### src/sv/hel_pkg.sv
// Shared types, constants and entity lookup for the HTML escape / line normalizer.
package hel_pkg;

	localparam int QUEUE_DEPTH = 4;

	localparam logic [7:0] LF_BYTE = 8'h0A;
	localparam logic [7:0] CR_BYTE = 8'h0D;
	localparam logic [7:0] AMP_BYTE = 8'h26;
	localparam logic [7:0] LT_BYTE = 8'h3C;
	localparam logic [7:0] GT_BYTE = 8'h3E;
	localparam logic [7:0] QUOT_BYTE = 8'h22;

	typedef enum logic [1:0] {
		PH_START,
		PH_RUN,
		PH_BODY,
		PH_AFTER_CR
	} phase_t;

	typedef enum logic [2:0] {
		CK_NONE,
		CK_BYTE,
		CK_AMP,
		CK_LT,
		CK_GT,
		CK_QUOT
	} ch_kind_t;

	// One queued job: leading LFs, then an optional byte or entity.
	typedef struct packed {
		logic [1:0] lf_cnt;
		ch_kind_t   kind;
		logic [7:0] chr;
	} job_t;

	function automatic logic [2:0] kind_len(input ch_kind_t kind);
		logic [2:0] n;
		case (kind)
			CK_BYTE: n = 3'd1;
			CK_AMP:  n = 3'd5;
			CK_LT:   n = 3'd4;
			CK_GT:   n = 3'd4;
			CK_QUOT: n = 3'd6;
			default: n = 3'd0;
		endcase
		return n;
	endfunction

	// Byte j of an entity string.
	function automatic logic [7:0] ent_byte(input ch_kind_t kind, input logic [2:0] j);
		logic [7:0] b;
		b = ";";
		case (kind)
			CK_AMP: begin
				case (j)
					3'd0: b = "&";
					3'd1: b = "a";
					3'd2: b = "m";
					3'd3: b = "p";
					default: b = ";";
				endcase
			end
			CK_LT: begin
				case (j)
					3'd0: b = "&";
					3'd1: b = "l";
					3'd2: b = "t";
					default: b = ";";
				endcase
			end
			CK_GT: begin
				case (j)
					3'd0: b = "&";
					3'd1: b = "g";
					3'd2: b = "t";
					default: b = ";";
				endcase
			end
			CK_QUOT: begin
				case (j)
					3'd0: b = "&";
					3'd1: b = "q";
					3'd2: b = "u";
					3'd3: b = "o";
					3'd4: b = "t";
					default: b = ";";
				endcase
			end
			default: b = ";";
		endcase
		return b;
	endfunction

endpackage

### src/sv/hel_in_if.sv
// Input text channel: one byte or end-of-text marker per beat.
interface hel_in_if;
	logic       valid;
	logic       ready;
	logic [7:0] data_byte;
	logic       end_of_text;

	modport source (output valid, output data_byte, output end_of_text, input ready);
	modport sink (input valid, input data_byte, input end_of_text, output ready);
endinterface

### src/sv/hel_out_if.sv
// Output text channel: one converted byte per beat.
interface hel_out_if;
	logic       valid;
	logic       ready;
	logic [7:0] out_byte;
	logic       last_of_run;

	modport source (output valid, output out_byte, output last_of_run, input ready);
	modport sink (input valid, input out_byte, input last_of_run, output ready);
endinterface

### src/sv/html_escape_line_normalizer_top.sv
// Top level of the HTML escape and line-ending normalizer.
//
// Text bytes arrive on in_ch, one per beat, with end_of_text marking the end
// of a stream in place of a byte. Converted bytes leave on out_ch with
// last_of_run set on the final byte that an input beat caused; a beat can
// cause zero to seven output bytes. The front end classifies each beat in the
// cycle it is accepted and takes a beat every cycle while the job queue
// (QUEUE_DEPTH entries) has room. The back end emits one output byte per
// cycle while out_ch is not stalled; a job has one byte for a plain byte,
// four to six for an entity, plus one per pending LF. Plain text therefore
// streams at one beat per cycle when out_ch does not stall; entity expansion
// throttles the input once the queue fills. A beat passes the job queue and the
// output register before its first byte leaves. The user must write escape_enable
// through cfg_we/cfg_wdata only while the block is idle; the block does not check.
module html_escape_line_normalizer_top #(
	parameter int QUEUE_DEPTH = hel_pkg::QUEUE_DEPTH
) (
	input  logic      clk,
	input  logic      arst_n,
	input  logic      cfg_we,
	input  logic      cfg_wdata,
	hel_in_if.sink    in_ch,
	hel_out_if.source out_ch
);
	import hel_pkg::*;

	logic escape_enable_q;

	// front -> queue
	logic q_push;
	logic q_full;
	job_t q_job;

	// queue -> back
	logic q_pop;
	logic q_head_valid;
	job_t q_head;

	always_ff @(posedge clk or negedge arst_n) begin
		if (!arst_n) begin
			escape_enable_q <= 1'b0;
		end else if (cfg_we) begin
			escape_enable_q <= cfg_wdata;
		end
	end

	hel_front u_front (
		.clk           (clk),
		.arst_n        (arst_n),
		.escape_enable (escape_enable_q),
		.in_ch         (in_ch),
		.q_full        (q_full),
		.q_push        (q_push),
		.q_job         (q_job)
	);

	hel_queue #(
		.DEPTH (QUEUE_DEPTH)
	) u_queue (
		.clk        (clk),
		.arst_n     (arst_n),
		.push       (q_push),
		.push_job   (q_job),
		.full       (q_full),
		.pop        (q_pop),
		.head_valid (q_head_valid),
		.head_job   (q_head)
	);

	hel_back u_back (
		.clk        (clk),
		.arst_n     (arst_n),
		.head_valid (q_head_valid),
		.head_job   (q_head),
		.pop        (q_pop),
		.out_ch     (out_ch)
	);
endmodule

### src/sv/hel_front.sv
// Front end: accepts input beats, tracks line phase, classifies into jobs.
module hel_front (
	input  logic             clk,
	input  logic             arst_n,
	input  logic             escape_enable,
	hel_in_if.sink           in_ch,
	input  logic             q_full,
	output logic             q_push,
	output hel_pkg::job_t    q_job
);
	import hel_pkg::*;

	phase_t phase_q;
	phase_t phase_d;
	logic   acc;
	logic   is_eol;

	assign in_ch.ready = !q_full;
	assign acc = in_ch.valid && in_ch.ready;
	assign is_eol = (in_ch.data_byte == LF_BYTE) || (in_ch.data_byte == CR_BYTE);

	// next state
	always_comb begin
		phase_d = phase_q;
		if (in_ch.end_of_text) begin
			phase_d = PH_START;
		end else if (is_eol) begin
			case (phase_q)
				PH_START, PH_RUN: phase_d = PH_RUN;
				PH_BODY: phase_d = (in_ch.data_byte == CR_BYTE) ? PH_AFTER_CR : PH_START;
				PH_AFTER_CR: phase_d = (in_ch.data_byte == LF_BYTE) ? PH_START : PH_RUN;
				default: phase_d = PH_START;
			endcase
		end else begin
			phase_d = PH_BODY;
		end
	end

	// job classification
	always_comb begin
		q_job.lf_cnt = 2'd0;
		q_job.kind = CK_NONE;
		q_job.chr = in_ch.data_byte;
		if (in_ch.end_of_text) begin
			case (phase_q)
				PH_RUN:  q_job.lf_cnt = 2'd2;
				PH_BODY: q_job.lf_cnt = 2'd1;
				default: q_job.lf_cnt = 2'd0;
			endcase
		end else if (is_eol) begin
			q_job.lf_cnt = (phase_q == PH_BODY) ? 2'd1 : 2'd0;
		end else begin
			q_job.lf_cnt = (phase_q == PH_RUN) ? 2'd1 : 2'd0;
			q_job.kind = CK_BYTE;
			if (escape_enable) begin
				case (in_ch.data_byte)
					AMP_BYTE:  q_job.kind = CK_AMP;
					LT_BYTE:   q_job.kind = CK_LT;
					GT_BYTE:   q_job.kind = CK_GT;
					QUOT_BYTE: q_job.kind = CK_QUOT;
					default:   q_job.kind = CK_BYTE;
				endcase
			end
		end
	end

	// beats that produce no output bytes never enter the queue
	assign q_push = acc && ((q_job.lf_cnt != 2'd0) || (q_job.kind != CK_NONE));

	always_ff @(posedge clk or negedge arst_n) begin
		if (!arst_n) begin
			phase_q <= PH_START;
		end else if (acc) begin
			phase_q <= phase_d;
		end
	end

	a_eot_restart: assert property (@(posedge clk) disable iff (!arst_n)
		(acc && in_ch.end_of_text) |=> (phase_q == PH_START))
		else $error("phase not reset after end of text");

	a_text_body: assert property (@(posedge clk) disable iff (!arst_n)
		(acc && !in_ch.end_of_text && !is_eol) |=> (phase_q == PH_BODY))
		else $error("text byte did not enter body phase");

	a_push_space: assert property (@(posedge clk) disable iff (!arst_n)
		q_push |-> !q_full)
		else $error("push into full queue");
endmodule

### src/sv/hel_queue.sv
// Small job queue decoupling the front end from the byte expander.
module hel_queue #(
	parameter int DEPTH = hel_pkg::QUEUE_DEPTH
) (
	input  logic           clk,
	input  logic           arst_n,
	input  logic           push,
	input  hel_pkg::job_t  push_job,
	output logic           full,
	input  logic           pop,
	output logic           head_valid,
	output hel_pkg::job_t  head_job
);
	import hel_pkg::*;

	localparam int PTR_W = $clog2(DEPTH);
	localparam int CNT_W = PTR_W + 1;

	job_t             slots_q [DEPTH];
	logic [PTR_W-1:0] wr_ptr_q;
	logic [PTR_W-1:0] rd_ptr_q;
	logic [CNT_W-1:0] cnt_q;

	assign full = (cnt_q == CNT_W'(DEPTH));
	assign head_valid = (cnt_q != '0);
	assign head_job = slots_q[rd_ptr_q];

	always_ff @(posedge clk) begin
		if (push) begin
			slots_q[wr_ptr_q] <= push_job;
		end
	end

	always_ff @(posedge clk or negedge arst_n) begin
		if (!arst_n) begin
			wr_ptr_q <= '0;
			rd_ptr_q <= '0;
			cnt_q <= '0;
		end else begin
			if (push) begin
				wr_ptr_q <= wr_ptr_q + PTR_W'(1);
			end
			if (pop) begin
				rd_ptr_q <= rd_ptr_q + PTR_W'(1);
			end
			case ({push, pop})
				2'b10:   cnt_q <= cnt_q + CNT_W'(1);
				2'b01:   cnt_q <= cnt_q - CNT_W'(1);
				default: cnt_q <= cnt_q;
			endcase
		end
	end

	a_no_underflow: assert property (@(posedge clk) disable iff (!arst_n)
		pop |-> head_valid)
		else $error("pop from empty queue");

	a_cnt_bound: assert property (@(posedge clk) disable iff (!arst_n)
		cnt_q <= CNT_W'(DEPTH))
		else $error("queue count beyond depth");

	a_ptr_track: assert property (@(posedge clk) disable iff (!arst_n)
		(wr_ptr_q - rd_ptr_q) == cnt_q[PTR_W-1:0])
		else $error("queue pointers disagree with count");
endmodule

### src/sv/hel_back.sv
// Back end: expands queued jobs into output bytes, one per cycle while out_ch is not stalled.
module hel_back (
	input  logic           clk,
	input  logic           arst_n,
	input  logic           head_valid,
	input  hel_pkg::job_t  head_job,
	output logic           pop,
	hel_out_if.source      out_ch
);
	import hel_pkg::*;

	logic [2:0] idx_q;
	logic [2:0] total;
	logic [2:0] lf_ext;
	logic [2:0] ent_idx;
	logic       adv;
	logic       is_last;
	logic [7:0] cur_byte;
	logic       out_valid_q;
	logic [7:0] out_byte_q;
	logic       out_last_q;

	assign lf_ext = {1'b0, head_job.lf_cnt};
	assign total = lf_ext + kind_len(head_job.kind);
	assign ent_idx = idx_q - lf_ext;
	assign is_last = (idx_q == total - 3'd1);
	assign adv = head_valid && (!out_valid_q || out_ch.ready);
	assign pop = adv && is_last;

	always_comb begin
		if (idx_q < lf_ext) begin
			cur_byte = LF_BYTE;
		end else if (head_job.kind == CK_BYTE) begin
			cur_byte = head_job.chr;
		end else begin
			cur_byte = ent_byte(head_job.kind, ent_idx);
		end
	end

	always_ff @(posedge clk or negedge arst_n) begin
		if (!arst_n) begin
			idx_q <= '0;
			out_valid_q <= 1'b0;
		end else begin
			if (adv) begin
				idx_q <= is_last ? 3'd0 : idx_q + 3'd1;
				out_valid_q <= 1'b1;
			end else if (out_ch.ready) begin
				out_valid_q <= 1'b0;
			end
		end
	end

	always_ff @(posedge clk) begin
		if (adv) begin
			out_byte_q <= cur_byte;
			out_last_q <= is_last;
		end
	end

	assign out_ch.valid = out_valid_q;
	assign out_ch.out_byte = out_byte_q;
	assign out_ch.last_of_run = out_last_q;

	a_idx_in_job: assert property (@(posedge clk) disable iff (!arst_n)
		head_valid |-> (idx_q < total))
		else $error("expander index past end of job");

	a_idx_idle: assert property (@(posedge clk) disable iff (!arst_n)
		!head_valid |-> (idx_q == 3'd0))
		else $error("expander index left mid-job with empty queue");

	a_pop_last: assert property (@(posedge clk) disable iff (!arst_n)
		pop |=> (out_valid_q && out_last_q))
		else $error("job retired without a last byte");
endmodule

### src/flat_wrapper.sv
// flat-port wrapper written by rule: the top's interface ports become plain ports
module html_escape_line_normalizer_top_flat import hel_pkg::*;
#(
	parameter int QUEUE_DEPTH = hel_pkg::QUEUE_DEPTH
)
  (clk, arst_n, cfg_we, cfg_wdata, in_ch_valid, in_ch_data_byte, in_ch_end_of_text, in_ch_ready, out_ch_valid, out_ch_out_byte, out_ch_last_of_run, out_ch_ready);
  hel_in_if in_ch_i ();
  hel_out_if out_ch_i ();
  input  logic clk;
  input  logic arst_n;
  input  logic cfg_we;
  input  logic cfg_wdata;
  input wire logic [$bits(in_ch_i.valid)-1:0] in_ch_valid;
  input wire logic [$bits(in_ch_i.data_byte)-1:0] in_ch_data_byte;
  input wire logic [$bits(in_ch_i.end_of_text)-1:0] in_ch_end_of_text;
  output wire logic [$bits(in_ch_i.ready)-1:0] in_ch_ready;
  output wire logic [$bits(out_ch_i.valid)-1:0] out_ch_valid;
  output wire logic [$bits(out_ch_i.out_byte)-1:0] out_ch_out_byte;
  output wire logic [$bits(out_ch_i.last_of_run)-1:0] out_ch_last_of_run;
  input wire logic [$bits(out_ch_i.ready)-1:0] out_ch_ready;
  assign in_ch_i.valid = in_ch_valid;
  assign in_ch_i.data_byte = in_ch_data_byte;
  assign in_ch_i.end_of_text = in_ch_end_of_text;
  assign in_ch_ready = in_ch_i.ready;
  assign out_ch_valid = out_ch_i.valid;
  assign out_ch_out_byte = out_ch_i.out_byte;
  assign out_ch_last_of_run = out_ch_i.last_of_run;
  assign out_ch_i.ready = out_ch_ready;
  html_escape_line_normalizer_top #(.QUEUE_DEPTH(QUEUE_DEPTH)) u_core (.clk(clk), .arst_n(arst_n), .cfg_we(cfg_we), .cfg_wdata(cfg_wdata), .in_ch(in_ch_i), .out_ch(out_ch_i));
endmodule
### config.mk
export PLATFORM = sky130hd
export DESIGN_NAME = html_escape_line_normalizer_top_flat
export DESIGN_NICKNAME = d
export VERILOG_FILES = /design/src/sv/hel_pkg.sv /design/src/sv/hel_in_if.sv /design/src/sv/hel_out_if.sv /design/src/sv/html_escape_line_normalizer_top.sv /design/src/sv/hel_front.sv /design/src/sv/hel_queue.sv /design/src/sv/hel_back.sv /design/src/flat_wrapper.sv
export SDC_FILE = /design/constraint.sdc
export NUM_CORES = 1
export LEC_CHECK = 0
export ABC_AREA = 1
export BUFFER_PORTS_ARGS = -buffer_cell sky130_fd_sc_hd__buf_2
export CAP_MARGIN = 20
export CORE_ASPECT_RATIO = 1.4
export CORE_MARGIN = 4
export CORE_UTILIZATION = 40
export CTS_BUF_LIST = sky130_fd_sc_hd__clkbuf_8 sky130_fd_sc_hd__clkbuf_16
export DETAILED_ROUTE_END_ITERATION = 6
export GPL_TIMING_DRIVEN = 1
export PLACE_DENSITY = 0.56
export SLEW_MARGIN = 20
export SYNTH_ARGS = -nofsm -noshare
export SYNTH_HDL_FRONTEND = slang
export SYNTH_SLANG_ARGS = --single-unit
export TNS_END_PERCENT = 20
### constraint.sdc
create_clock -name clk -period 5.1 [get_ports clk]
set_input_delay 1.02 -clock clk [delete_from_list [all_inputs] [get_ports clk]]
set_output_delay 1.02 -clock clk [all_outputs]
set_load 0.05 [all_outputs]
==> reports/results.tsv <==
stage	metric	value	unit
outcome	status	finished, final reports clean	
power	sequential power share	0.282	
floorplanning	chip width	92.4	um
final_layout	layout cells sized above 1	0.189	
synth	Cells after Synth	417	
synth	Synth Net Count	445	
floorplanning	Top-Level Pins	26	
worst_setup_path	Data required, critical path	5.30	ns
floorplanning	chip height	126	um
final_layout	area growth from synthesis to layout	13.8	%
synth	Synthesis Warnings	0	
cts	Worst-Skew Late Latency	0.33	ns
grt	vias in the first global route	2802	
cts	Post-CTS Hold Buffers	0	
cts	Inserted Clock Buffers	9	
timing	Final setup viols	0	
synth	mapped cell area	3990	um^2
job	MaxCap Viol Count	0	
power	Clock power frac	0.167	
worst_setup_path	RR Startpoint	u_core.u_queue.rd_ptr_q[0]	
timing	fin crit share	0.727	
cts	Longest Clk Path Bufs	2	
cts	clock tree from TritonCTS	yes	
grt	Overall Global Routing Usage	0.149	
final_layout	Final Util	0.472	
synth	post-synthesis sequential area ratio	0.547	
worst_setup_path	Setup crit end kind	flip-flop	
routing	Total Wirelength	8.22	mm
routing	first-pass detailed-route iteration total	4	
power	maximum vdd drop	0.225	mV
grt	initial antenna violation count	0	
routing	Vias/cell	4.82	
floorplanning	die area	11700	um^2
timing	Total Neg Setup Slack	0	ns
worst_setup_path	Critical Path Fanout Max	28	
routing	number of DRC markers in iteration 0	147	
timing	slew margin rel.	0.705	
synth	Post-synth EDFFs	61	
cts	clk sinks	75	
power	Int Power	1730	uW
synth	Mean Syn Cell Area	9.57	um^2
final_layout	commonest non-fill, non-tap cell in the layout	nand2_1	
final_layout	Nets	480	
min_path	HP Start	u_core.u_queue.cnt_q[0]	
timing	Worst-Margin Slew	0.442	ns
timing	RSZ-0062 raised after global routing	no	
power	Sw Pwr	1520	uW
power	P per Cell Area	715	nW/um^2
worst_setup_path	Setup CP Type	reg -> reg	
timing	post-layout min period	3.71	ns
cts	CTS resizes	0	
routing	Avg WL per Cell	14.0	um
routing	vias	2834	
cts	Clock Tree Root	clkbuf_16	
timing	fmax	270	MHz
synth	Yosys reg bits	75	
floorplanning	Core ar.	9620	um^2
worst_setup_path	WP data arrival	3.91	ns
cts	clk slew on worst S/H paths	0.06	ns
synth	Distinct cells, synth	37	
timing	Fin. Hold Viols	0	
power	share of power burned in combinational logic	0.550	
placement	post-DP HPWL	5.96	mm
cts	H-Tree Depth	3	
placement	Place WS	1.39	ns
grt	largest net degree at the start of global routing	30	
routing	Remaining DRCs	0	
final_layout	# diodes	0	
synth	ys async rst share	0.187	
timing	Final Max Slew Viols	0	
timing	setup ws final	1.39	ns
floorplanning	Rows	42	
worst_setup_path	CP startpoint	u_core.u_queue.rd_ptr_q[0]	
power	sw frac	0.469	
final_layout	most frequent cells in the layout	nand2_1 (95), edfxtp_1 (61), nor2_1 (49)	
synth	commonest register cell after synthesis	edfxtp_1	
timing	Fin Clk Skew	0.00632	ns
placement	Port-buffer cells	25	
power	Lkg Pwr	0.00196	uW
grt	first-pass GRT wire length	13.5	mm
routing	post-route ant nets	0	
min_path	Hold Path Class	reg -> reg	
placement	GP Congestion	0.848	
cts	Post-CTS Setup Repair Bufs	0	
worst_setup_path	Startpoint Class	flip-flop	
grt	gr ovfl total	0	
floorplanning	starting density of the core	0.415	
-- Yosys cell counts, drive strengths merged (2+ instances only) --
library cell	number	area, um^2
nand2	116	542
edfxtp	61	1830
inv	51	196
nor2	51	206
nand3	34	223
o21ai	23	115
a21oi	14	73.8
dfrtp	14	350
ha	11	138
buf	7	40.0
nand4	6	37.5
nor3	6	35.0
o22ai	6	37.5
xor2	5	43.8
fa	2	40.0
xnor2	2	17.5
-- worst paths after layout --
path                                              endpoint  slack (ns)  depth (start not counted)
worst max register to register     u_core.u_queue.cnt_q[2]        1.39                         19
min in group asynchronous       u_core.u_queue.wr_ptr_q[1]        0.59                          1
worst max-delay path               u_core.u_queue.cnt_q[2]        1.39                         19
worst min-delay path               u_core.u_queue.cnt_q[0]        0.48                          1
max in group asynchronous           u_core.escape_enable_q        4.25                          1
worst min register to register     u_core.u_queue.cnt_q[0]        0.48                          1
-- power groups by stage --
| stage | Combinational [uW] | Sequential [uW] | Clock (uW) |
|---|---|---|---|
| after floorplan | 1280 | 1060 | 0 |
| after global placement | 1770 | 928 | 0 |
| after detailed placement | 1800 | 930 | 0 |
| after CTS | 1800 | 920 | 558 |
| after global routing | 2020 | 931 | 586 |
| final | 1790 | 917 | 543 |
-- final cells by class --
type	instances	area [um^2]
clock buffers	9	225
clock inverters	6	27.5
fillers	913	5080
inverters	52	200
multi-input cells	282	1560
flip-flops and latches	75	2180
well taps	132	165
repair buffers	32	178
-- critical path: stages (launching register included) --
cell and delay [ns]:
dfrtp_1 0.39, inv_2 0.34, nand2_1 0.16, nand3_2 0.11, nand2_4 0.09, nor2_4 0.16
nand2_2 0.08, ha_1 0.27, inv_1 0.04, ha_1 0.29, xor2_1 0.18, a21oi_2 0.25
nand3_4 0.12, inv_1 0.07, ha_1 0.13, inv_1 0.07, fa_1 0.38, a21oi_1 0.14
o21ai_0 0.12, xor2_1 0.16
-- through the flow --
step	cell area (um^2)	total power [uW]	instances	hold WS, ns
2_1_floorplan	3990	2340	417	0.446
3_3_place_gp	4290	2700	573	0.462
3_5_place_dp	4290	2730	573	0.469
4_1_cts	4540	3280	588	0.480
5_1_grt	4540	3540	588	0.489
6_report	4540	3250	588	0.476
-- logic make-up after synthesis --
logic type,Yosys count,share of synthesized area
AO/OA/AOI/OAI,46,0.0646
XOR/XNOR,7,0.0154
adder cells (fa/ha/maj),13,0.0445
buffers and inverters,60,0.0612
flip-flops,75,0.547
AND/OR/NAND/NOR,216,0.267
-- layer usage --
| layer | global-route usage | vias to the layer above | wire length, um |
|---|---|---|---|
| met4 | 0.0542 | 0 | 104 |
| li1 | - | 1455 | - |
| met5 | 0 | - | 0 |
| met1 | 0.171 | 1327 | 3450 |
| met3 | 0.0298 | 8 | 226 |
| met2 | 0.271 | 44 | 4440 |
-- registers in the layout, summed over array words and instances, names as in the netlist --
| name | flops |
|---|---|
| u_core.u_queue.slots_q | 52 |
| u_core.u_queue.wr_ptr_q | 2 |
| u_core.u_queue.cnt_q | 3 |
| u_core.u_front.phase_q | 2 |
| u_core.u_back.idx_q | 3 |
| u_core.u_queue.rd_ptr_q | 2 |
| u_core.escape_enable_q | 1 |
| u_core.u_back.out_ch.valid | 1 |
| u_core.u_back.out_ch.out_byte | 8 |
| u_core.u_back.out_ch.last_of_run | 1 |
Power figures use the tool's default switching activity.
